<file path="src/mac_forwarding_table_with_aging_macros.svh">
// Assertion helpers used by the forwarding table controller.
`ifndef MAC_FORWARDING_TABLE_WITH_AGING_MACROS_SVH
`define MAC_FORWARDING_TABLE_WITH_AGING_MACROS_SVH

// Same-cycle implication, disabled in reset.
`define MFTA_ASSERT_IMP(lbl, ante, cons) \
  lbl: assert property (@(posedge clk) disable iff (rst) (ante) |-> (cons)) \
    else $error("forwarding table assertion failed");

// Next-cycle implication, disabled in reset.
`define MFTA_ASSERT_NXT(lbl, ante, cons) \
  lbl: assert property (@(posedge clk) disable iff (rst) (ante) |=> (cons)) \
    else $error("forwarding table assertion failed");

`endif

</file>
<file path="src/mfta_pkg.sv">
`timescale 1ns / 1ps
`default_nettype none
package mfta_pkg;

  localparam int DEF_ENTRIES = 64;
  localparam logic [15:0] MAX_TTL_RESET = 16'd300;

  localparam logic [1:0] ACT_LOOKUP = 2'd0;
  localparam logic [1:0] ACT_ADD    = 2'd1;
  localparam logic [1:0] ACT_DELETE = 2'd2;
  localparam logic [1:0] ACT_TICK   = 2'd3;

  localparam logic [1:0] ST_OK        = 2'd0;
  localparam logic [1:0] ST_NOT_FOUND = 2'd1;
  localparam logic [1:0] ST_FULL      = 2'd2;

  localparam logic [6:0] REMOVED_MAX = 7'd127;

  // command token walking down the cell row
  typedef struct packed {
    logic        valid;
    logic [1:0]  action;
    logic [47:0] mac;
    logic        is_ipv6;
    logic [15:0] port;
    logic [63:0] addr_high;
    logic [63:0] addr_low;
    logic        found;
    logic        free_found;
    logic        f_is_ipv6;
    logic [15:0] f_port;
    logic [63:0] f_addr_high;
    logic [63:0] f_addr_low;
    logic [6:0]  removed;
  } tok_t;

  // slot load for an add that missed
  typedef struct packed {
    logic        en;
    logic [47:0] mac;
    logic        is_ipv6;
    logic [15:0] port;
    logic [63:0] addr_high;
    logic [63:0] addr_low;
  } wr_t;

endpackage
`default_nettype wire

</file>
<file path="src/mfta_cell.sv">
`timescale 1ns / 1ps
`default_nettype none
module mfta_cell #(
  parameter int IDX_W = 6,
  parameter int INDEX = 0
) (
  input  wire logic              clk,
  input  wire logic              rst,
  input  wire mfta_pkg::tok_t    tok_in,
  input  wire logic [IDX_W-1:0]  free_idx_in,
  output mfta_pkg::tok_t         tok_out,
  output logic [IDX_W-1:0]       free_idx_out,
  input  wire mfta_pkg::wr_t     wr,
  input  wire logic [IDX_W-1:0]  wr_idx,
  input  wire logic [15:0]       max_ttl
);
  import mfta_pkg::*;

  localparam logic [IDX_W-1:0] MY_IDX = IDX_W'(INDEX);

  logic        valid;
  logic [47:0] mac;
  logic [15:0] ttl;
  logic        is_ipv6;
  logic [15:0] port;
  logic [63:0] addr_high;
  logic [63:0] addr_low;
  tok_t        tok;
  logic [IDX_W-1:0] free_idx;

  tok_t             tok_next;
  logic [IDX_W-1:0] free_idx_next;
  logic             valid_next;
  logic [15:0]      ttl_next;
  logic             hit;
  logic             load_tok;
  logic             load_wr;

  always_comb begin
    tok_next      = tok_in;
    free_idx_next = free_idx_in;
    valid_next    = valid;
    ttl_next      = ttl;
    load_tok      = 1'b0;
    load_wr       = wr.en && (wr_idx == MY_IDX);
    hit           = valid && (mac == tok_in.mac) && !tok_in.found;
    if (tok_in.valid) begin
      unique case (tok_in.action)
        ACT_LOOKUP: begin
          if (hit) begin
            tok_next.found       = 1'b1;
            tok_next.f_is_ipv6   = is_ipv6;
            tok_next.f_port      = port;
            tok_next.f_addr_high = addr_high;
            tok_next.f_addr_low  = addr_low;
          end
        end
        ACT_ADD: begin
          if (hit) begin
            tok_next.found = 1'b1;
            load_tok       = 1'b1;
          end
        end
        ACT_DELETE: begin
          if (hit) begin
            tok_next.found = 1'b1;
            valid_next     = 1'b0;
          end
        end
        ACT_TICK: begin
          if (valid) begin
            if (ttl <= 16'd1) begin
              valid_next = 1'b0;
              ttl_next   = 16'd0;
              if (tok_in.removed < REMOVED_MAX) begin
                tok_next.removed = tok_in.removed + 7'd1;
              end
            end else begin
              ttl_next = ttl - 16'd1;
            end
          end
        end
      endcase
      if (!valid && !tok_in.free_found) begin
        tok_next.free_found = 1'b1;
        free_idx_next       = MY_IDX;
      end
    end
  end

  always_ff @(posedge clk) begin
    if (rst) begin
      valid     <= 1'b0;
      tok.valid <= 1'b0;
    end else begin
      valid <= (load_tok || load_wr) ? 1'b1 : valid_next;
      tok   <= tok_next;
    end
  end

  always_ff @(posedge clk) begin
    free_idx <= free_idx_next;
    ttl      <= (load_tok || load_wr) ? max_ttl : ttl_next;
    if (load_tok) begin
      mac       <= tok_in.mac;
      is_ipv6   <= tok_in.is_ipv6;
      port      <= tok_in.port;
      addr_high <= tok_in.addr_high;
      addr_low  <= tok_in.addr_low;
    end else if (load_wr) begin
      mac       <= wr.mac;
      is_ipv6   <= wr.is_ipv6;
      port      <= wr.port;
      addr_high <= wr.addr_high;
      addr_low  <= wr.addr_low;
    end
  end

  assign tok_out      = tok;
  assign free_idx_out = free_idx;

endmodule
`default_nettype wire

</file>
<file path="config.mk">
export PLATFORM = sky130hd
export DESIGN_NAME = mfta_cell
export DESIGN_NICKNAME = d
export VERILOG_FILES = /design/src/mac_forwarding_table_with_aging_macros.svh /design/src/mfta_pkg.sv /design/src/mfta_cell.sv
export SDC_FILE = /design/constraint.sdc
export NUM_CORES = 1
export LEC_CHECK = 0
export BUFFER_PORTS_ARGS = -buffer_cell sky130_fd_sc_hd__buf_2
export CAP_MARGIN = 10
export CORE_AREA = 10 10 350 352
export DETAILED_ROUTE_END_ITERATION = 6
export DIE_AREA = 0 0 360 362
export PLACE_DENSITY = 0.47
export SLEW_MARGIN = 20
export SYNTH_ARGS = -nofsm -noshare
export SYNTH_HDL_FRONTEND = slang
export SYNTH_SLANG_ARGS = --single-unit
</file>
<file path="constraint.sdc">
create_clock -name clk -period 9.85 [get_ports clk]
set_clock_uncertainty 0.15 [all_clocks]
set_input_delay 1.97 -clock clk [delete_from_list [all_inputs] [get_ports clk]]
set_output_delay 1.97 -clock clk [all_outputs]
set_load 0.1 [all_outputs]
</file>
==> results of run 1 <==
-- per-stage QoR --
step	hold slack, ps	area, um^2
2_1_floorplan	373	22700
6_report	380	31400
5_1_grt	405	31400
4_1_cts	389	31300
3_5_place_dp	382	29100
3_3_place_gp	375	29100
-- sequential cells by signal, summed over array words and instances (netlist names) --
name	cells
free_idx_out	6
ttl	16
tok_out	350
valid	1
addr_high	64
port	16
addr_low	64
is_ipv6	1
mac	48
-- final cells by class --
class / count / area share (%)
Tap cell: 1524 / 6.08
Inverter: 12 / 0.191
Antenna cell: 22 / 0.175
Clock inverter: 42 / 1.45
Clock buffer: 80 / 5.64
Timing Repair Buffer: 940 / 15.2
Multi-Input combinational cell: 562 / 17.3
Sequential cell: 566 / 53.9
-- final timing paths --
check,from,to,slack (ps),cells after the start
max,tok_in[316],tok_out[90]$_DFFE_PN_,4420,9
min,addr_low[7]$_DFFE_PP_,tok_out[14]$_DFFE_PN_,380,1
max reg2reg,mac[17]$_DFFE_PP_,tok_out[90]$_DFFE_PN_,5530,8
min reg2reg,addr_low[7]$_DFFE_PP_,tok_out[14]$_DFFE_PN_,380,1
-- kinds of logic (layout without fill, tap and decap cells) --
| family | count (synthesis) | in the layout | synth area share (%) |
|---|---|---|---|
| compound gates | 15 | 15 | 0.530 |
| xor+xnor | 49 | 49 | 1.93 |
| fa+ha+maj | 3 | 3 | 0.166 |
| buf+inv | 53 | 1074 | 1.55 |
| flops | 566 | 566 | 74.6 |
| mux | 358 | 358 | 17.8 |
| other cells | 0 | 22 | 0 |
| simple gates | 137 | 137 | 3.48 |
-- worst register-to-register path, cell delays in order, from the launching register on --
cell       delay, ps
edfxtp_1         340
nand2b_1         240
o2111ai_1        150
nor4_1           580
nand3_1          460
nor4_2           410
buf_4            500
buf_4            730
mux2_2           500
-- layout by cell type (no fill, tap or decap), types with 3 or more instances in the layout --
| cell type | netlist | routed |
|---|---|---|
| buf_2 | 17 | 929 |
| mux2_2 | 187 | 187 |
| inv_1 | 12 | 10 |
| nor2_1 | 30 | 30 |
| nor3_1 | 10 | 10 |
| clkbuf_1 | 0 | 11 |
| diode_2 | 0 | 22 |
| or4_1 | 5 | 5 |
| ha_1 | 3 | 3 |
| clkbuf_16 | 0 | 69 |
| clkinv_2 | 0 | 11 |
| dfxtp_1 | 8 | 8 |
| nor2b_1 | 7 | 7 |
| xnor2_1 | 28 | 28 |
| o2111ai_1 | 6 | 6 |
| inv_6 | 0 | 3 |
| xor2_1 | 20 | 20 |
| nand4_1 | 11 | 11 |
| buf_12 | 0 | 4 |
| nand3_1 | 8 | 8 |
| bufinv_16 | 0 | 7 |
| nand2b_1 | 27 | 27 |
| nor3b_1 | 3 | 3 |
| edfxtp_1 | 558 | 558 |
| clkinv_1 | 0 | 14 |
| nand2_1 | 11 | 11 |
| nor4_1 | 9 | 8 |
| mux2_1 | 170 | 170 |
| buf_4 | 13 | 7 |
-- report_power, final --
| group | internal (uW) | leakage (uW) | switching, uW |
|---|---|---|---|
| sequential | 2790 | 0.00536 | 40.9 |
| combinational | 210 | 0.00555 | 1060 |
| clock | 1480 | 0.00108 | 1050 |
| total | 4480 | 0.0120 | 2150 |
-- layer usage --
metal,vias up,part of all wire [%],global-route usage [%]
met2,745,50,23.0
met5,-,0.18,0
met1,7385,37,14.8
li1,6593,-,-
met3,188,9.2,5.29
met4,26,3.1,5.11
==> metrics.md, run 1 <==
| Metric | Value |
|---|---|
| Ports | slightly above 900 |
| Worst EP arrival | 5630 ps |
| Yosys warning count | 0 |
| GPL Wtd Cong | 0.864 |
| Slowest-stage cell, CP | buf_4 |
| Syn avg cell area | 19.2 um^2 |
| Setup Viol. Count Final | 0 |
| Critical path buffer and inverter count | 3 |
| Initial antenna violation count | 67 |
| Via count | 14900 |
| Cells after DPL | 3604 |
| Post-synth EDFFs | 558 |
| Routed length per placed instance | 24.5 um |
| Minimum clock period | 5430 ps |
| Top cell type's share of synthesized area | 73.9% |
| CP Data Required Time | 10050 ps |
| Root Buffer | clkbuf_16 |
| # resized after CTS | 0 |
| Vias in the first global route | 16300 |
| Initial core utilization | 19.6% |
| Fin. Hold Viols | 0 |
| Top cells by area, synth | edfxtp_1 74%, mux2_2 9.3%, mux2_1 8.4%, xnor2_1 1.1%, xor2_1 0.77% |
| Detail Route Antenna Nets | 0 |
| Post-synthesis sequential area ratio | roughly three quarters |
| Power Dens Cells | 211 nW/um^2 |
| Vias per cell | 3.99 |
| Critical path type | in2reg |
| Hold Crit Class | reg2reg |
| Core ar. | 115000 um^2 |
| Share of layout cells above drive strength 1 | a little under three fifths |
| FF+latch area | 16900 um^2 |
| Synthesized netlist cell count | between 1000 and 1500 |
| # fillers | 12000 |
| Die height | 362 um |
| Std cell rows | 125 |
| Unrepaired setup endpoints after global routing | false |
| Top-count cell post-synth | edfxtp_1 |
| Clock sinks | 566 |
| Rel. slew slack | 32.0% |
| Critical Path Max Stage Delay | 670 ps |
| GRT overflow | 0 |
| Detailed-placement wirelength estimate | approximately 73 mm |
| Top_reg_cell synth | edfxtp_1 |
| Initial drt markers | 890 |
| VDD IR max | 0.148 mV |
| Max clock buf depth | 3 |
| First-pass GRT wire length | ~130 mm |
| # H-tree levels | 3 |
| Layout area overhead | 38.3% |
| Number of CTS-inserted buffers | 69 |
| Post-CTS Hold Fix Bufs | 0 |
| Number of port buffers | around 930 |
| Outcome | complete, no violations |
| Die width | 360 um |
| Most frequent CP cell | buf_4 |
| Total Wirelength | 91.7 mm |
| Layout Cells excl Fill | 3748 |
| Setup WS post-layout | 4420 ps |
| Max Transition Viols Final | 0 |
| CTS tree | built |
| CP top delay family | simple AND/OR/NAND/NOR gates |
| Tcrit/Tclk final | around 55% |
| Crit. End Element | flip-flop |
| Clock slew at reported path FFs | 60 ps |
| DRC Markers | 0 |
| Fin util | 27.2% |
| Max Fclk | 184 MHz |
| Largest net degree at the start of global routing | approximately 150 |
| DP Worst Slack | about 3600 ps |
| Setup Fix Bufs, Post-CTS | 0 |
| Final Power | 6620 uW |
| All-layer global routing usage | between 10 and 15% |
| Net Count, Synth | 1758 |
| Setup total negative slack | 0 ps |
| CP Cell Sequence | buf_2, nand2b_1, o2111ai_1, nor4_1, nand3_1, nor4_2, buf_4, buf_4, mux2_2 |
| Ys async rst share | 0% |
| Multi-input gate area | 5430 um^2 |
| Unique masters post-synth | 44 |
| Die ar. | 130000 um^2 |
| Crit Path Max Fanout | 53 |
| Max-cap violations | 0 |
| Post-synthesis register bit count | 566 |
| Initial DRT Pass Iterations | 5 |
| Area leader, netlist | edfxtp_1 |
| Static Leakage | between 0.01 and 0.015 uW |
| Crit path launch type | input port |
| Layout net count | 2728 |
| Worst-Margin Slew | 1010 ps |
| Mapped Area | ~23000 um^2 |
| Worst skew pair latency | just over 600 ps |
| Most frequent cells after synthesis | 558 x edfxtp_1, 187 x mux2_2, 170 x mux2_1 |
No activity file was read; power rests on OpenSTA's default activity.
==> run 2: changes to the inputs <==
- ABC_AREA: default -> 1
- CORE_AREA: 10 10 350 352 -> 10 10 354 356
- DIE_AREA: 0 0 360 362 -> 0 0 364 366
- PLACE_DENSITY: 0.47 -> 0.45
- clock period: 9.85 -> 5.6 ns (I/O delays scaled with it)
==> metrics.md, run 2 <==
| Metric | Value |
|---|---|
| Outcome | complete, no violations |
| Crit. End Element | flip-flop |
| Root Buffer | clkbuf_16 |
| Crit path launch type | input port |
| # H-tree levels | 3 |
| Initial DRT Pass Iterations | 5 |
| Static Leakage | 0.0136 uW |
| DRC Markers | 0 |
| Switching power share of the total | 33.3% |
| Die ar. | between 100000 and 150000 um^2 |
| Die height | around 370 um |
| Syn avg cell area | 11.2 um^2 |
| GRT overflow | 0 |
| Max Transition Viols Final | 0 |
| Yosys warning count | 0 |
| Crit Path Max Fanout | 98 |
| Top Usage Layer GRT | met2 |
| Power Dens Cells | 371 nW/um^2 |
| Routed length per placed instance | 22.1 um |
| Ports | 930 |
| Post-synth EDFFs | 558 |
| Clock sinks | 566 |
| Core ar. | 118000 um^2 |
| Minimum clock period | roughly 3700 ps |
| Setup Viol. Count Final | 0 |
| Detailed-placement wirelength estimate | 79.1 mm |
| Unique masters post-synth | 33 |
| Fin util | 27.3% |
| Total Wirelength | 102 mm |
| Detail Route Antenna Nets | 0 |
| VDD IR max | 0.188 mV |
| Hold Crit Class | reg2reg |
| First-pass GRT wire length | 139 mm |
| Via count | between 15000 and 20000 |
| Tcrit/Tclk final | 65.4% |
| Ys async rst share | 0% |
| Top cells by area, synth | edfxtp_1 72%, nor2_1 14%, a21oi_1 4.1%, nand2_1 2.9%, inv_1 1.7% |
| Synthesized netlist cell count | 2071 |
| Most frequent cells after synthesis | 844 x nor2_1, 558 x edfxtp_1, 192 x a21oi_1 |
| Share of layout cells above drive strength 1 | 35.4% |
| Max-cap violations | 0 |
| Number of port buffers | 929 |
| Area leader, netlist | edfxtp_1 |
| Max clock buf depth | 3 |
| Number of CTS-inserted buffers | 71 |
| CP Data Required Time | 5810 ps |
| Rel. slew slack | 27.4% |
| Unrepaired setup endpoints after global routing | false |
| Worst skew pair latency | 640 ps |
| Clock slew at reported path FFs | 60 ps |
| Met2 GRT Util | 25.1% |
| Post-synthesis sequential area ratio | 72.9% |
| Most common cell after layout, fill and taps aside | buf_2 |
| Largest net degree at the start of global routing | 100 |
| Most frequent cells in the layout | 929 x buf_2, 844 x nor2_1, 558 x edfxtp_1, 192 x a21oi_1, 177 x nand2_1 |
| Post-synthesis register bit count | 566 |
| Grt met3 use | 4.68% |
| Sequential share of power | a little over two fifths |
| Worst EP arrival | 3870 ps |
| GPL Wtd Cong | 0.850 |
| Largest register FFs | 350 |
| Vias per cell | 4.01 |
| Worst-Margin Slew | 1080 ps |
| CTS tree | built |
| Top cell type's share of synthesized area | 72.2% |
| Post-CTS Hold Fix Bufs | 0 |
| Initial drt markers | 1337 |
| Vias in the first global route | 18500 |
| # resized after CTS | 0 |
| Initial antenna violation count | 34 |
| Top-count cell post-synth | nor2_1 |
| Std cell rows | 126 |
| Die width | roughly 360 um |
| Layout area overhead | 38.3% |
| All-layer global routing usage | 14.5% |
| Net Count, Synth | 2648 |
| Critical path type | in2reg |
| Setup total negative slack | 0 ps |
| Top_reg_cell synth | edfxtp_1 |
| Power share of the combinational group | 19.2% |
| Fin. Hold Viols | 0 |
| Clock Power Share | between 30% and 40% |
| Initial core utilization | 19.7% |
| P_sw | 3970 uW |
| Setup Fix Bufs, Post-CTS | 0 |
| Grt met1 use | between 10% and 20% |
| Layout net count | 3589 |
| Mapped Area | 23200 um^2 |
| Int Pwr | 7940 uW |
| Max Fclk | 273 MHz |
run 2: changes by cell type in the layout (fill, tap and decap cells not counted), sizes merged, moves of 8 or more:
cell / delta
nand3: +8
inv: +99
nand2b: -27
o21ai: +13
mux2: -356
nand2: +168
xnor2: -18
nor4: -10
nor2: +817
or4: -8
buf: +21
xor2: -12
a21oi: +191
run 2: logic make-up (layout without fill, tap and decap cells):
logic type	Yosys count	after routing	share of synthesized area (%)
flip-flops	566	566	72.9
XOR/XNOR	19	19	0.717
AND/OR/NAND/NOR	1067	1067	17.6
buffers and inverters	206	1203	4.02
AO/OA/AOI/OAI	209	209	4.54
adder cells (fa/ha/maj)	3	3	0.162
other	0	21	0
multiplexers	1	1	0.0485
run 2: metrics by stage:
| step | hold WS [ps] | instance area (um^2) | worst slack, ps | instances | total power (uW) |
|---|---|---|---|---|---|
| after global routing | 406 | 32100 | 1800 | 4620 | 12300 |
| after CTS | 385 | 32100 | 1890 | 4604 | 12100 |
| after detailed placement | 374 | 29700 | 1200 | 4475 | 7350 |
| after floorplan | 320 | 23200 | -1210 | 2071 | 6750 |
| final | 386 | 32100 | 1940 | 4625 | 11900 |
| after global placement | 359 | 29700 | 1220 | 4475 | 7350 |
run 2: critical path, stage by stage:
cell	delay [ps]
buf_2	100
inv_1	50
nand2_1	50
nand2_1	70
nor2_1	440
nand2_1	170
nor2_1	170
nand2_1	80
nor2_2	120
nand3_2	180
inv_6	200
nand2_8	270
nor2_1	410
nor2_1	110
run 2: power groups by stage:
stage          clock network, uW  logic, uW  registers [uW]
2_1_floorplan                  0        189            6560
3_3_place_gp                   0       2310            5040
3_5_place_dp                   0       2310            5040
4_1_cts                     4800       2310            4960
5_1_grt                     4980       2370            4970
6_report                    4660       2290            4960
run 2: area by class of cell:
| class | instances | area [um^2] |
|---|---|---|
| well taps | 1536 | 1920 |
| flip-flops and latches | 566 | 16900 |
| clock buffers | 85 | 1830 |
| diodes | 21 | 52.6 |
| multi-input cells | 1299 | 5400 |
| repair buffers | 961 | 5050 |
| inverters | 113 | 433 |
| fillers | 12600 | 85700 |
| clock inverters | 44 | 498 |
run 2: final timing paths:
kind                            slack [ps]                     end                from  cells past startpoint
worst max-delay path                  1940  tok_out[149]$_DFFE_PN_         tok_in[341]                     14
worst min-delay path                   390      valid$_SDFFE_PP0P_  valid$_SDFFE_PP0P_                      2
worst max register to register        2140  tok_out[149]$_DFFE_PN_   mac[42]$_DFFE_PP_                     12
worst min register to register         390      valid$_SDFFE_PP0P_  valid$_SDFFE_PP0P_                      2
run 2: per-layer routing:
metal,vias to the layer above,share of wire (%)
li1,8835,-
met1,8810,39
met2,724,50
met3,151,8.3
met4,16,2.6
met5,-,0.10
