===== config.mk =====
export PLATFORM = sky130hd
export DESIGN_NAME = mfta_ctrl
export DESIGN_NICKNAME = d
export VERILOG_FILES = /design/src/mfta_pkg.sv /design/src/mfta_ctrl.sv
export VERILOG_INCLUDE_DIRS = /design/src /design/src/src
export SDC_FILE = /design/constraint.sdc
export NUM_CORES = 1
export LEC_CHECK = 0
export BUFFER_PORTS_ARGS = -buffer_cell sky130_fd_sc_hd__buf_2
export CELL_PAD_IN_SITES_DETAIL_PLACEMENT = 0
export CELL_PAD_IN_SITES_GLOBAL_PLACEMENT = 2
export CORE_AREA = 2 2 495 497
export CTS_CLUSTER_SIZE = 30
export DETAILED_ROUTE_END_ITERATION = 10
export DIE_AREA = 0 0 497 499
export GPL_ROUTABILITY_DRIVEN = 0
export PLACE_DENSITY_LB_ADDON = 0.15
export SLEW_MARGIN = 20
export SYNTH_ARGS = -nofsm -noshare
export SYNTH_HDL_FRONTEND = slang
export SYNTH_SLANG_ARGS = --single-unit

===== constraint.sdc =====
create_clock -name clk -period 13.3 [get_ports clk]
set_clock_uncertainty 0.2 [all_clocks]
set_input_delay 2.66 -clock clk [delete_from_list [all_inputs] [get_ports clk]]
set_output_delay 2.66 -clock clk [all_outputs]
set_load 0.03 [all_outputs]

===== src/mac_forwarding_table_with_aging_macros.svh =====
// Assertion helpers used by the forwarding table controller.
`ifndef MAC_FORWARDING_TABLE_WITH_AGING_MACROS_SVH
`define MAC_FORWARDING_TABLE_WITH_AGING_MACROS_SVH

// Same-cycle implication, disabled in reset.
`define MFTA_ASSERT_IMP(lbl, ante, cons) \
  lbl: assert property (@(posedge clk) disable iff (rst) (ante) |-> (cons)) \
    else $error("forwarding table assertion failed");

// Next-cycle implication, disabled in reset.
`define MFTA_ASSERT_NXT(lbl, ante, cons) \
  lbl: assert property (@(posedge clk) disable iff (rst) (ante) |=> (cons)) \
    else $error("forwarding table assertion failed");

`endif


===== src/mfta_pkg.sv =====
`timescale 1ns / 1ps
`default_nettype none
package mfta_pkg;

  localparam int DEF_ENTRIES = 64;
  localparam logic [15:0] MAX_TTL_RESET = 16'd300;

  localparam logic [1:0] ACT_LOOKUP = 2'd0;
  localparam logic [1:0] ACT_ADD    = 2'd1;
  localparam logic [1:0] ACT_DELETE = 2'd2;
  localparam logic [1:0] ACT_TICK   = 2'd3;

  localparam logic [1:0] ST_OK        = 2'd0;
  localparam logic [1:0] ST_NOT_FOUND = 2'd1;
  localparam logic [1:0] ST_FULL      = 2'd2;

  localparam logic [6:0] REMOVED_MAX = 7'd127;

  // command token walking down the cell row
  typedef struct packed {
    logic        valid;
    logic [1:0]  action;
    logic [47:0] mac;
    logic        is_ipv6;
    logic [15:0] port;
    logic [63:0] addr_high;
    logic [63:0] addr_low;
    logic        found;
    logic        free_found;
    logic        f_is_ipv6;
    logic [15:0] f_port;
    logic [63:0] f_addr_high;
    logic [63:0] f_addr_low;
    logic [6:0]  removed;
  } tok_t;

  // slot load for an add that missed
  typedef struct packed {
    logic        en;
    logic [47:0] mac;
    logic        is_ipv6;
    logic [15:0] port;
    logic [63:0] addr_high;
    logic [63:0] addr_low;
  } wr_t;

endpackage
`default_nettype wire


===== src/mfta_ctrl.sv =====
`timescale 1ns / 1ps
`default_nettype none
module mfta_ctrl (
  input  wire logic           clk,
  input  wire logic           rst,
  input  wire logic           start,
  output logic                busy,
  input  wire logic [1:0]     action,
  input  wire logic [47:0]    mac,
  input  wire logic           vtep_is_ipv6,
  input  wire logic [15:0]    vtep_port,
  input  wire logic [63:0]    vtep_addr_high,
  input  wire logic [63:0]    vtep_addr_low,
  input  wire logic           cfg_valid,
  output logic                cfg_ready,
  input  wire logic [15:0]    cfg_data,
  output logic [15:0]         max_ttl,
  output mfta_pkg::tok_t      head,
  input  wire mfta_pkg::tok_t tail,
  output mfta_pkg::wr_t       wr,
  output logic                done,
  output logic [1:0]          status,
  output logic                found_is_ipv6,
  output logic [15:0]         found_port,
  output logic [63:0]         found_addr_high,
  output logic [63:0]         found_addr_low,
  output logic [6:0]          removed_count
);
  import mfta_pkg::*;
  `include "mac_forwarding_table_with_aging_macros.svh"

  logic       accept;
  logic [1:0] status_next;

  assign accept    = start && !busy;
  assign cfg_ready = 1'b1;

  always_comb begin
    status_next = ST_OK;
    if (tail.valid) begin
      unique case (tail.action)
        ACT_LOOKUP: status_next = tail.found ? ST_OK : ST_NOT_FOUND;
        ACT_ADD:    status_next = (tail.found || tail.free_found) ? ST_OK : ST_FULL;
        ACT_DELETE: status_next = tail.found ? ST_OK : ST_NOT_FOUND;
        ACT_TICK:   status_next = ST_OK;
      endcase
    end
    wr.en        = tail.valid && (tail.action == ACT_ADD) && !tail.found
                   && tail.free_found;
    wr.mac       = tail.mac;
    wr.is_ipv6   = tail.is_ipv6;
    wr.port      = tail.port;
    wr.addr_high = tail.addr_high;
    wr.addr_low  = tail.addr_low;
  end

  always_ff @(posedge clk) begin
    if (rst) begin
      busy       <= 1'b0;
      done       <= 1'b0;
      head.valid <= 1'b0;
      max_ttl    <= MAX_TTL_RESET;
    end else begin
      if (accept) begin
        busy <= 1'b1;
      end else if (tail.valid) begin
        busy <= 1'b0;
      end
      done       <= tail.valid;
      head.valid <= accept;
      if (accept) begin
        head.action      <= action;
        head.mac         <= mac;
        head.is_ipv6     <= vtep_is_ipv6;
        head.port        <= vtep_port;
        head.addr_high   <= vtep_addr_high;
        head.addr_low    <= vtep_addr_low;
        head.found       <= 1'b0;
        head.free_found  <= 1'b0;
        head.f_is_ipv6   <= 1'b0;
        head.f_port      <= 16'd0;
        head.f_addr_high <= 64'd0;
        head.f_addr_low  <= 64'd0;
        head.removed     <= 7'd0;
      end
      if (cfg_valid && cfg_ready) begin
        max_ttl <= cfg_data;
      end
    end
  end

  always_ff @(posedge clk) begin
    if (tail.valid) begin
      status          <= status_next;
      found_is_ipv6   <= tail.f_is_ipv6;
      found_port      <= tail.f_port;
      found_addr_high <= tail.f_addr_high;
      found_addr_low  <= tail.f_addr_low;
      removed_count   <= tail.removed;
    end
  end

  `MFTA_ASSERT_NXT(a_accept_busy, accept, busy)
  `MFTA_ASSERT_IMP(a_done_idle, done, !busy)
  `MFTA_ASSERT_IMP(a_tail_in_flight, tail.valid, busy && !head.valid)
  `MFTA_ASSERT_IMP(a_miss_no_data, done && (status != ST_OK), removed_count == 7'd0)
  `MFTA_ASSERT_IMP(a_wr_only_tail, wr.en, tail.valid && !tail.found)

endmodule
`default_nettype wire


==> results.sh, run 1 <==
export IMPL_status="finished clean"
export IMPL_die_x_um=497
export IMPL_dr_pass1_iters=4
export IMPL_ir_drop_mv=0.0876
export IMPL_synth_compound_area_share=0.00290
export IMPL_rsz0062_at_grt="no"
export IMPL_first_iter_violations=354
export IMPL_synth_simple_area_share=0.00906
export IMPL_fin_ws_ps=6970
export IMPL_hold_viol_final=0
export IMPL_hpwl_mm=66.4
export IMPL_core_area_mm2=0.243
export IMPL_htreeDepth=2
export IMPL_cts_made_buffers=57
export IMPL_fin_crit_sh=0.476
export IMPL_crit_fanout=27
export IMPL_wl_mm=79.1
export IMPL_synth_area_per_cell_um2=18.1
export IMPL_fin_setup_tns_ps=0
export IMPL_nNetsFinal=1934
export IMPL_synth_seq_area_share=0.787
export IMPL_num_rows=181
export IMPL_grt_pass1_wl_mm=99.3
export IMPL_cts_sinks=368
export IMPL_io_pins=1282
export IMPL_powerDensity_mw_per_mm2=157
export IMPL_grtUsageMet2=0.104
export IMPL_dieArea_mm2=0.248
export IMPL_grt_max_degree=129
export IMPL_grt_pass1_vias=9030
export IMPL_drc=0
export IMPL_cap_violations=0
export IMPL_fin_crit_ps=6330
export IMPL_ys_ff_latch=368
export IMPL_insertion_delay_ps=670
export IMPL_wl_per_cell_um=17.1
export IMPL_clk_pin_slew_worst_paths_ps=50
export IMPL_grt_use_met3=0.0363
export IMPL_io_buffer_count=740
export IMPL_viasPerCell=1.83
export IMPL_worstPathArrival_ps=3470
export IMPL_leakage_nw=8.02
export IMPL_grt_overflow=0
export IMPL_use_met1=0.0578
export IMPL_synth_cell_types=16
export IMPL_start_util=0.0569
export IMPL_worst_pin_slew_ps=984
export IMPL_crit_required_ps=10440
export IMPL_hold_path_class="reg -> reg"
export IMPL_grt_busiest_layer="met2"
export IMPL_synth_top_family_by_area="buffers and inverters"
export IMPL_cts_root_buf="clkbuf_16"
export IMPL_slew_violations=0
export IMPL_end_kind="output pin"
export IMPL_cts_resized=0
export IMPL_place_ws_ps=6910
export IMPL_postSynthCellCount=764
export IMPL_cp_start_kind="primary input"
export IMPL_synth_fa_ha_area_frac=0
export IMPL_clk_path_buf_depth=3
export IMPL_drive_above_1_share=0.587
export IMPL_critPathKind="in -> out"
export IMPL_syn_area_mm2=0.0138
export IMPL_synth_warnings=0
export IMPL_vias=8486
export IMPL_ctsHoldBuffers=0
export IMPL_synth_xor_area_share=0
export IMPL_post_cts_setup_buffers=0
export IMPL_layoutNonFillerInstCount=4626
export IMPL_max_freq_ghz=0.158
export IMPL_synthMuxAreaShare=0.00870
export IMPL_grt_use_total=0.0608
export IMPL_cts_tree="done"
export IMPL_placed_cells=4512
export IMPL_route_antenna_remaining_nets=0
export IMPL_area_delta_synth_final_pct=55.7
export IMPL_antenna_found_initial=40
export IMPL_setup_viol=0
export IMPL_dieHeight_um=499
export IMPL_slew_headroom=0.342
## synthesized netlist by cell type, drive strengths merged
cell type / n / share of area
dfxtp: 19 / 0.028
and4: 1 / 0.00063
edfxtp: 349 / 0.76
a21oi: 1 / 0.00036
conb: 2 / 0.00054
nor2b: 4 / 0.0018
clkbuf: 2 / 0.00054
nand2b: 2 / 0.00091
nor4b: 1 / 0.00063
and2b: 1 / 0.00073
nor2: 16 / 0.0044
mux2i: 12 / 0.0087
buf: 350 / 0.19
a211o: 4 / 0.0025
## per-layer routing
layer	part of all wire	wire [um]
met5	0.0022	172
met1	0.33	26500
met2	0.49	38400
met3	0.13	10200
met4	0.048	3830
## logic make-up after synthesis
kind of cell / count (synthesis)
flip-flops: 368
other: 2
buffers and inverters: 352
AND/OR/NAND/NOR: 25
multiplexers: 12
AO/OA/AOI/OAI: 5
## sequential cells by signal, indices dropped and copies added (netlist names), 2 cells and up
name and cells:
status 2, removed_count 7, max_ttl 16, found_addr_high 64
head 196, found_addr_low 64, found_port 16
## power breakdown
part	leakage [nW]	switching, mW	internal, mW
registers	3.48	0.0240	1.35
clock network	0.944	0.640	0.973
logic	3.60	0.302	0.0854
## per-stage QoR
| step | total power, mW | instance area (um^2) | util | hold slack [ps] |
|---|---|---|---|---|
| finish | 3.37 | 21500 | 0.0886 | 288 |
| CTS | 3.49 | 21500 | 0.0886 | 296 |
| global placement | 1.80 | 19500 | 0.0804 | 274 |
| detailed placement | 1.80 | 19500 | 0.0804 | 279 |
| global route | 3.53 | 21500 | 0.0886 | 326 |
| floorplan | 1.75 | 14400 | - | 403 |
## final timing paths
kind / from / endpoint / slack (ps) / depth (start not counted)
worst max-delay path: tail[349] / wr[193] / 6970 / 3
worst max register to register: busy / head[246] / 10500 / 3
worst min register to register: max_ttl[11] / max_ttl[11] / 290 / 2
worst min-delay path: max_ttl[11] / max_ttl[11] / 290 / 2
## critical path, stage by stage
cell and delay (ps):
clkbuf_8 310, and4_1 260, buf_2 200
## cells in the final DEF (no fill, tap or decap)
cell type	count
dfxtp_1	19
nor2_1	15
and2b_4	1
diode_2	6
a21oi_1	1
clkinv_1	14
nor2b_1	4
edfxtp_1	349
buf_4	4
buf_2	739
buf_12	1
and4_1	1
clkinv_2	6
clkbuf_1	9
clkinv_16	2
bufinv_16	9
nor2_4	1
conb_1	155
clkinvlp_4	5
nand2b_1	2
nor4b_1	1
mux2i_1	12
clkinv_4	1
a211o_1	4
clkinv_8	1
inv_6	2
clkbuf_16	57
clkbuf_8	3
## final cells by class
cell class                 count  area [um^2]
tap                         3202         4010
clock inverter                40          493
antenna                        6         15.0
clock buffer                  68         1490
fill                       28000       221000
sequential                   368        10900
multi-input combinational    197          875
timing repair buffer         745         3760
(Power assumes the default switching activity.)
==> inputs of run 2 (changes only) <==
--- a/config.mk
+++ b/config.mk
@@ -6,13 +6,14 @@
 export SDC_FILE = /design/constraint.sdc
 export NUM_CORES = 1
 export LEC_CHECK = 0
+export ABC_AREA = 1
 export BUFFER_PORTS_ARGS = -buffer_cell sky130_fd_sc_hd__buf_2
 export CELL_PAD_IN_SITES_DETAIL_PLACEMENT = 0
 export CELL_PAD_IN_SITES_GLOBAL_PLACEMENT = 2
-export CORE_AREA = 2 2 495 497
+export CORE_AREA = 2 2 496 498
 export CTS_CLUSTER_SIZE = 30
 export DETAILED_ROUTE_END_ITERATION = 10
-export DIE_AREA = 0 0 497 499
+export DIE_AREA = 0 0 498 500
 export GPL_ROUTABILITY_DRIVEN = 0
 export PLACE_DENSITY_LB_ADDON = 0.15
 export SLEW_MARGIN = 20
==> constraint.sdc (replaced) <==
create_clock -name clk -period 6.6 [get_ports clk]
set_clock_uncertainty 0.2 [all_clocks]
set_input_delay 1.32 -clock clk [delete_from_list [all_inputs] [get_ports clk]]
set_output_delay 1.32 -clock clk [all_outputs]
set_load 0.03 [all_outputs]
==> run 2 against run 1 <==
- sequential share of layout area increased by 0.80 points
- first-iteration DRC count up 3.7%
- synthesized cell count increased by 6.2%
- sequential power increased by 100%
- critical path depth grew 1
- critical path type unchanged
- critical endpoint unchanged
- highest routed layer unchanged
==> results.sh, run 2 <==
export IMPL_critPathKind="in -> out"
export IMPL_ctsHoldBuffers=0
export IMPL_grt_overflow=0
export IMPL_synth_cell_types=11
export IMPL_yosys_area_top_type="edfxtp_1"
export IMPL_antenna_found_initial=43
export IMPL_cts_root_buf="clkbuf_16"
export IMPL_syn_area_mm2=0.0139
export IMPL_top_register="head"
export IMPL_crit_fanout=45
export IMPL_cp_top_family="buffers and inverters"
export IMPL_wl_mm=71.8
export IMPL_drive_above_1_share=0.566
export IMPL_crit_required_ps=5080
export IMPL_hpwl_mm=60.2
export IMPL_clk_path_buf_depth=3
export IMPL_ir_drop_mv=0.176
export IMPL_core_area_mm2=0.244
export IMPL_worstPathArrival_ps=2290
export IMPL_synthFlopType="edfxtp_1"
export IMPL_io_pins=1282
export IMPL_drc=0
export IMPL_worst_path_buf_inv=2
export IMPL_cts_resized=0
export IMPL_insertion_delay_ps=600
export IMPL_synth_common_cells="buf_4, edfxtp_1, nand2_1, nor2_1"
export IMPL_dpl_instance_area_mm2=0.0196
export IMPL_end_kind="output pin"
export IMPL_leakage_nw=7.94
export IMPL_viasPerCell=1.81
export IMPL_io_buffer_count=740
export IMPL_synth_area_per_cell_um2=17.1
export IMPL_dr_pass1_iters=5
export IMPL_cts_sinks=368
export IMPL_route_antenna_remaining_nets=0
export IMPL_worst_pin_slew_ps=921
export IMPL_top_regs="head: 196 flops, found_addr_high: 64 flops, found_addr_low: 64 flops"
export IMPL_synth_edff_count=349
export IMPL_slew_headroom=0.386
export IMPL_dieHeight_um=500
export IMPL_rrSetupSlack_ps=4270
export IMPL_synth_area_leaders="edfxtp_1, buf_4, dfxtp_1"
export IMPL_holdPathEnd="max_ttl[5]"
export IMPL_setup_viol=0
export IMPL_hp_start="max_ttl[5]"
export IMPL_dieArea_mm2=0.249
export IMPL_die_x_um=498
export IMPL_ys_ff_latch=368
export IMPL_crit_slowest_cell="buf_6"
export IMPL_fin_crit_sh=0.577
export IMPL_cp_start_kind="primary input"
export IMPL_post_cts_setup_buffers=0
export IMPL_largest_reg_flops=196
export IMPL_cts_made_buffers=50
export IMPL_grt_pass1_wl_mm=90.2
export IMPL_yosysMostFrequentCell="buf_4"
export IMPL_fin_setup_tns_ps=0
export IMPL_final_cell_area_mm2=0.0212
export IMPL_slew_violations=0
export IMPL_final_cell_mix="buf_2, edfxtp_1, conb_1"
export IMPL_clk_pin_slew_worst_paths_ps=60
export IMPL_hold_path_class="reg -> reg"
export IMPL_vias=8457
export IMPL_hold_viol_final=0
export IMPL_htreeDepth=2
export IMPL_postSynthCellCount=811
export IMPL_grt_use_total=0.0542
export IMPL_fin_crit_ps=3810
export IMPL_timing_rr_end="head[168]"
export IMPL_synth_warnings=0
export IMPL_wl_per_cell_um=15.4
export IMPL_rsz0062_at_grt="no"
export IMPL_nNetsFinal=1973
export IMPL_synth_seq_area_share=0.784
export IMPL_hold_depth=2
export IMPL_powerDensity_mw_per_mm2=293
export IMPL_start_util=0.0567
export IMPL_grt_max_degree=89
export IMPL_ff2ff_path_depth=4
export IMPL_status="finished clean"
export IMPL_r2r_start="busy"
export IMPL_netlist_area_leader_share=0.756
export IMPL_first_iter_violations=367
export IMPL_area_delta_synth_final_pct=52.8
export IMPL_grt_pass1_vias=8779
export IMPL_async_flop_share=0
export IMPL_critPathMaxStageDelay_ps=460
export IMPL_cap_violations=0
export IMPL_cts_tree="done"
export IMPL_max_freq_ghz=0.263
export IMPL_num_rows=182
export IMPL_layout_commonest_cell="buf_2"
export IMPL_cp_cell_sequence="buf_6 -> nand2_1 -> nor2_1 -> buf_2"
## run 2: cell count changes after synthesis, sizes merged
cell,change
buf,+2
and2b,-1
nand2b,-2
nand2,+34
clkbuf,-2
nand3,+7
a211o,-4
a21oi,-1
mux2i,-12
nor4b,-1
inv,+20
and4,-1
nor2,+12
nor2b,-4
## run 2: how the worst max path moves through the flow
| stage | startpoint | endpoint | slack (ps) | cells after the start |
|---|---|---|---|---|
| floorplan | rst | head[154] | 540 | 3 |
| CTS | tail[349] | wr[193] | 2730 | 4 |
| finish | tail[349] | wr[193] | 2790 | 4 |
| detailed placement | rst | head[168] | 2460 | 5 |
| global route | tail[349] | wr[193] | 2690 | 4 |
| global placement | rst | head[159] | 2500 | 5 |
## run 2: final cells by class
| class | count | area, um^2 |
|---|---|---|
| clock buffer | 57 | 1280 |
| timing repair buffer | 744 | 3750 |
| fill | 28300 | 223000 |
| inverter | 20 | 82.6 |
| multi-input combinational | 224 | 850 |
| antenna | 8 | 20.0 |
| sequential | 368 | 10900 |
| tap | 3220 | 4030 |
| clock inverter | 33 | 293 |
## run 2: power breakdown
group	internal (mW)	leakage, nW	switching, mW
registers	2.72	3.48	0.0421
clock network	1.51	0.751	1.16
logic	0.172	3.72	0.600
## run 2: cell families after synthesis
kind of cell  count (synthesis)  synth area share
buf+inv                     372             0.196
flops                       368             0.784
other cells                   2          0.000542
simple gates                 69            0.0193
## run 2: routing by layer
| layer | routed length (um) | GRT usage | part of all wire | vias up |
|---|---|---|---|---|
| li1 | - | - | - | 3515 |
| met1 | 21700 | 0.0464 | 0.30 | 3964 |
| met2 | 38400 | 0.103 | 0.54 | 748 |
| met3 | 8930 | 0.0302 | 0.12 | 220 |
| met4 | 2620 | 0.0204 | 0.037 | 10 |
| met5 | 73 | 0 | 0.0010 | - |
## run 2: metrics by stage
step | total power [mW] | setup WS, ps | hold slack (ps) | utilization | std cells
after detailed placement | 3.61 | 2460 | 254 | 0.0801 | 4576
after global placement | 3.61 | 2500 | 244 | 0.0801 | 4576
after floorplan | 3.53 | 540 | 391 | - | 964
final | 6.20 | 2790 | 264 | 0.0866 | 4674
after CTS | 6.42 | 2730 | 271 | 0.0865 | 4666
after global routing | 6.52 | 2690 | 273 | 0.0866 | 4668
## run 2: worst reg2reg max path, stage by stage (launching register included)
cell,delay (ps)
dfxtp_1,320
inv_1,50
nand3_1,210
inv_8,490
buf_4,670
==> inputs of run 3 (changes only) <==
--- a/config.mk
+++ b/config.mk
@@ -10,10 +10,10 @@
 export BUFFER_PORTS_ARGS = -buffer_cell sky130_fd_sc_hd__buf_2
 export CELL_PAD_IN_SITES_DETAIL_PLACEMENT = 0
 export CELL_PAD_IN_SITES_GLOBAL_PLACEMENT = 2
-export CORE_AREA = 2 2 496 498
+export CORE_AREA = 2 2 506 508
 export CTS_CLUSTER_SIZE = 30
 export DETAILED_ROUTE_END_ITERATION = 10
-export DIE_AREA = 0 0 498 500
+export DIE_AREA = 0 0 508 510
 export GPL_ROUTABILITY_DRIVEN = 0
 export PLACE_DENSITY_LB_ADDON = 0.15
 export SLEW_MARGIN = 20
==> constraint.sdc (replaced) <==
create_clock -name clk -period 3.13 [get_ports clk]
set_clock_uncertainty 0.2 [all_clocks]
set_input_delay 0.626 -clock clk [delete_from_list [all_inputs] [get_ports clk]]
set_output_delay 0.626 -clock clk [all_outputs]
set_load 0.03 [all_outputs]
==> run 3 against run 2 <==
- largest cell class unchanged
- sequential share of layout area fell by 7.6 points
- core utilization rose by 1.1 points
- die area rose by 4.0%
- setup slack got worse by 1900 ps
==> results.sh, run 3 (same netlist as run 2, synthesis figures left out) <==
export IMPL_top_register="head"
export IMPL_grt_use_total=0.0548
export IMPL_io_buffer_count=740
export IMPL_insertion_delay_ps=630
export IMPL_max_freq_ghz=0.443
export IMPL_top_regs="head: 196 flops, found_addr_high: 64 flops, found_addr_low: 64 flops"
export IMPL_critPathMaxStageDelay_ps=540
export IMPL_core_area_mm2=0.253
export IMPL_worst_pin_slew_ps=718
export IMPL_critPathKind="reg -> out"
export IMPL_slew_violations=0
export IMPL_cp_cell_sequence="buf_2"
export IMPL_htreeDepth=2
export IMPL_area_delta_synth_final_pct=79.4
export IMPL_dr_pass1_iters=4
export IMPL_ff2ff_path_depth=5
export IMPL_viasPerCell=1.89
export IMPL_io_pins=1282
export IMPL_timing_rr_end="head[344]"
export IMPL_grt_max_degree=88
export IMPL_crit_required_ps=2300
export IMPL_nNetsFinal=2313
export IMPL_powerDensity_mw_per_mm2=553
export IMPL_clk_pin_slew_worst_paths_ps=60
export IMPL_cap_violations=0
export IMPL_final_util=0.0981
export IMPL_clk_path_buf_depth=3
export IMPL_crit_path_start="head[268]"
export IMPL_grt_pass1_vias=10600
export IMPL_crit_fanout=1
export IMPL_status="finished clean"
export IMPL_hold_path_class="in -> reg"
export IMPL_setup_viol=0
export IMPL_vias=9745
export IMPL_cp_endpoint="head[268]"
export IMPL_cts_root_buf="clkbuf_16"
export IMPL_leakage_nw=9.43
export IMPL_rrSetupSlack_ps=1340
export IMPL_hold_viol_final=0
export IMPL_route_antenna_remaining_nets=0
export IMPL_num_rows=185
export IMPL_hpwl_mm=63.7
export IMPL_layout_commonest_cell="buf_2"
export IMPL_worstPathArrival_ps=1430
export IMPL_slew_headroom=0.522
export IMPL_r2r_start="busy"
export IMPL_dieHeight_um=510
export IMPL_cp_top_family="flip-flops"
export IMPL_final_cell_mix="buf_2, edfxtp_1, dlygate4sd3_1"
export IMPL_fin_crit_ps=2260
export IMPL_antenna_found_initial=26
export IMPL_ir_drop_mv=0.315
export IMPL_cts_tree="done"
export IMPL_fin_crit_sh=0.721
export IMPL_place_ws_ps=785
export IMPL_end_kind="output pin"
export IMPL_drc=0
export IMPL_rsz0062_at_grt="no"
export IMPL_die_x_um=508
export IMPL_cts_made_buffers=51
export IMPL_grt_pass1_wl_mm=95.9
export IMPL_dieArea_mm2=0.259
export IMPL_grt_overflow=0
export IMPL_path_depth=1
export IMPL_start_util=0.0547
export IMPL_post_cts_setup_buffers=0
export IMPL_fin_ws_ps=872
export IMPL_fin_worst_hold_slack_ps=44.0
export IMPL_drive_above_1_share=0.465
export IMPL_worst_path_buf_inv=1
export IMPL_cp_start_kind="register"
export IMPL_fin_setup_tns_ps=0
export IMPL_cts_sinks=368
export IMPL_largest_reg_flops=196
export IMPL_first_iter_violations=482
export IMPL_wl_per_cell_um=14.8
export IMPL_crit_slowest_cell="edfxtp_1"
export IMPL_wl_mm=76.3
-- run 3: cell types whose count changed in the layout (fill, tap and decap cells not counted), sizes merged --
| cell | delta |
|---|---|
| diode | -4 |
| clkinv | +5 |
| bufinv | +2 |
| buf | +6 |
| clkbuf | -2 |
| clkinvlp | -1 |
| dlygate4sd3 | +333 |
-- run 3: area by class of cell --
type                            count  area [um^2]
Clock buffer                       55         1290
Fill cell                       29300       229000
Inverter                           20         91.3
Timing Repair Buffer             1083         7170
Multi-Input combinational cell    224          862
Antenna cell                        4         10.0
Clock inverter                     39          362
Tap cell                         3366         4210
Sequential cell                   368        10900
-- run 3: worst min-delay path by stage --
stage | from | to | slack [ps] | cells after the start
5_1_grt | vtep_addr_low[48] | head[202] | 4 | 1
2_1_floorplan | max_ttl[2] | max_ttl[2] | 390 | 2
6_report | vtep_addr_low[39] | head[193] | 40 | 1
3_5_place_dp | max_ttl[2] | max_ttl[2] | 250 | 2
4_1_cts | vtep_addr_low[48] | head[202] | 1 | 1
3_3_place_gp | max_ttl[2] | max_ttl[2] | 250 | 2
-- run 3: metrics by stage --
step	area (um^2)	power (mW)	instances
CTS	24800	14.2	5155
finish	24900	13.7	5159
floorplan	14500	7.44	964
global route	24900	14.4	5157
global placement	19900	7.67	4728
detailed placement	19900	7.65	4728
-- run 3: per-layer routing --
layer	track usage	wire (um)	vias to the layer above
met5	0	13	-
met4	0.0249	3160	2
met3	0.0278	9470	212
met2	0.108	41400	735
met1	0.0443	22200	4591
li1	-	-	4205
-- run 3: power by group --
group	internal (mW)	switching, mW	total [mW]
Clock	3.40	2.47	5.87
Sequential	5.73	0.0911	5.82
Combinational	0.648	1.40	2.05
-- run 3: worst register-to-register path, cell delays in order, from the launching register on --
cell,delay (ps)
dfxtp_1,320
inv_1,90
nand3_4,80
clkinvlp_4,120
buf_12,200
buf_12,340
-- run 3: timing repair --
item,in CTS,in global routing
gates resized for setup,0,0
hold buffers,333,0
endpoints found under the setup margin,0,0
hold endpoints to repair,333,0
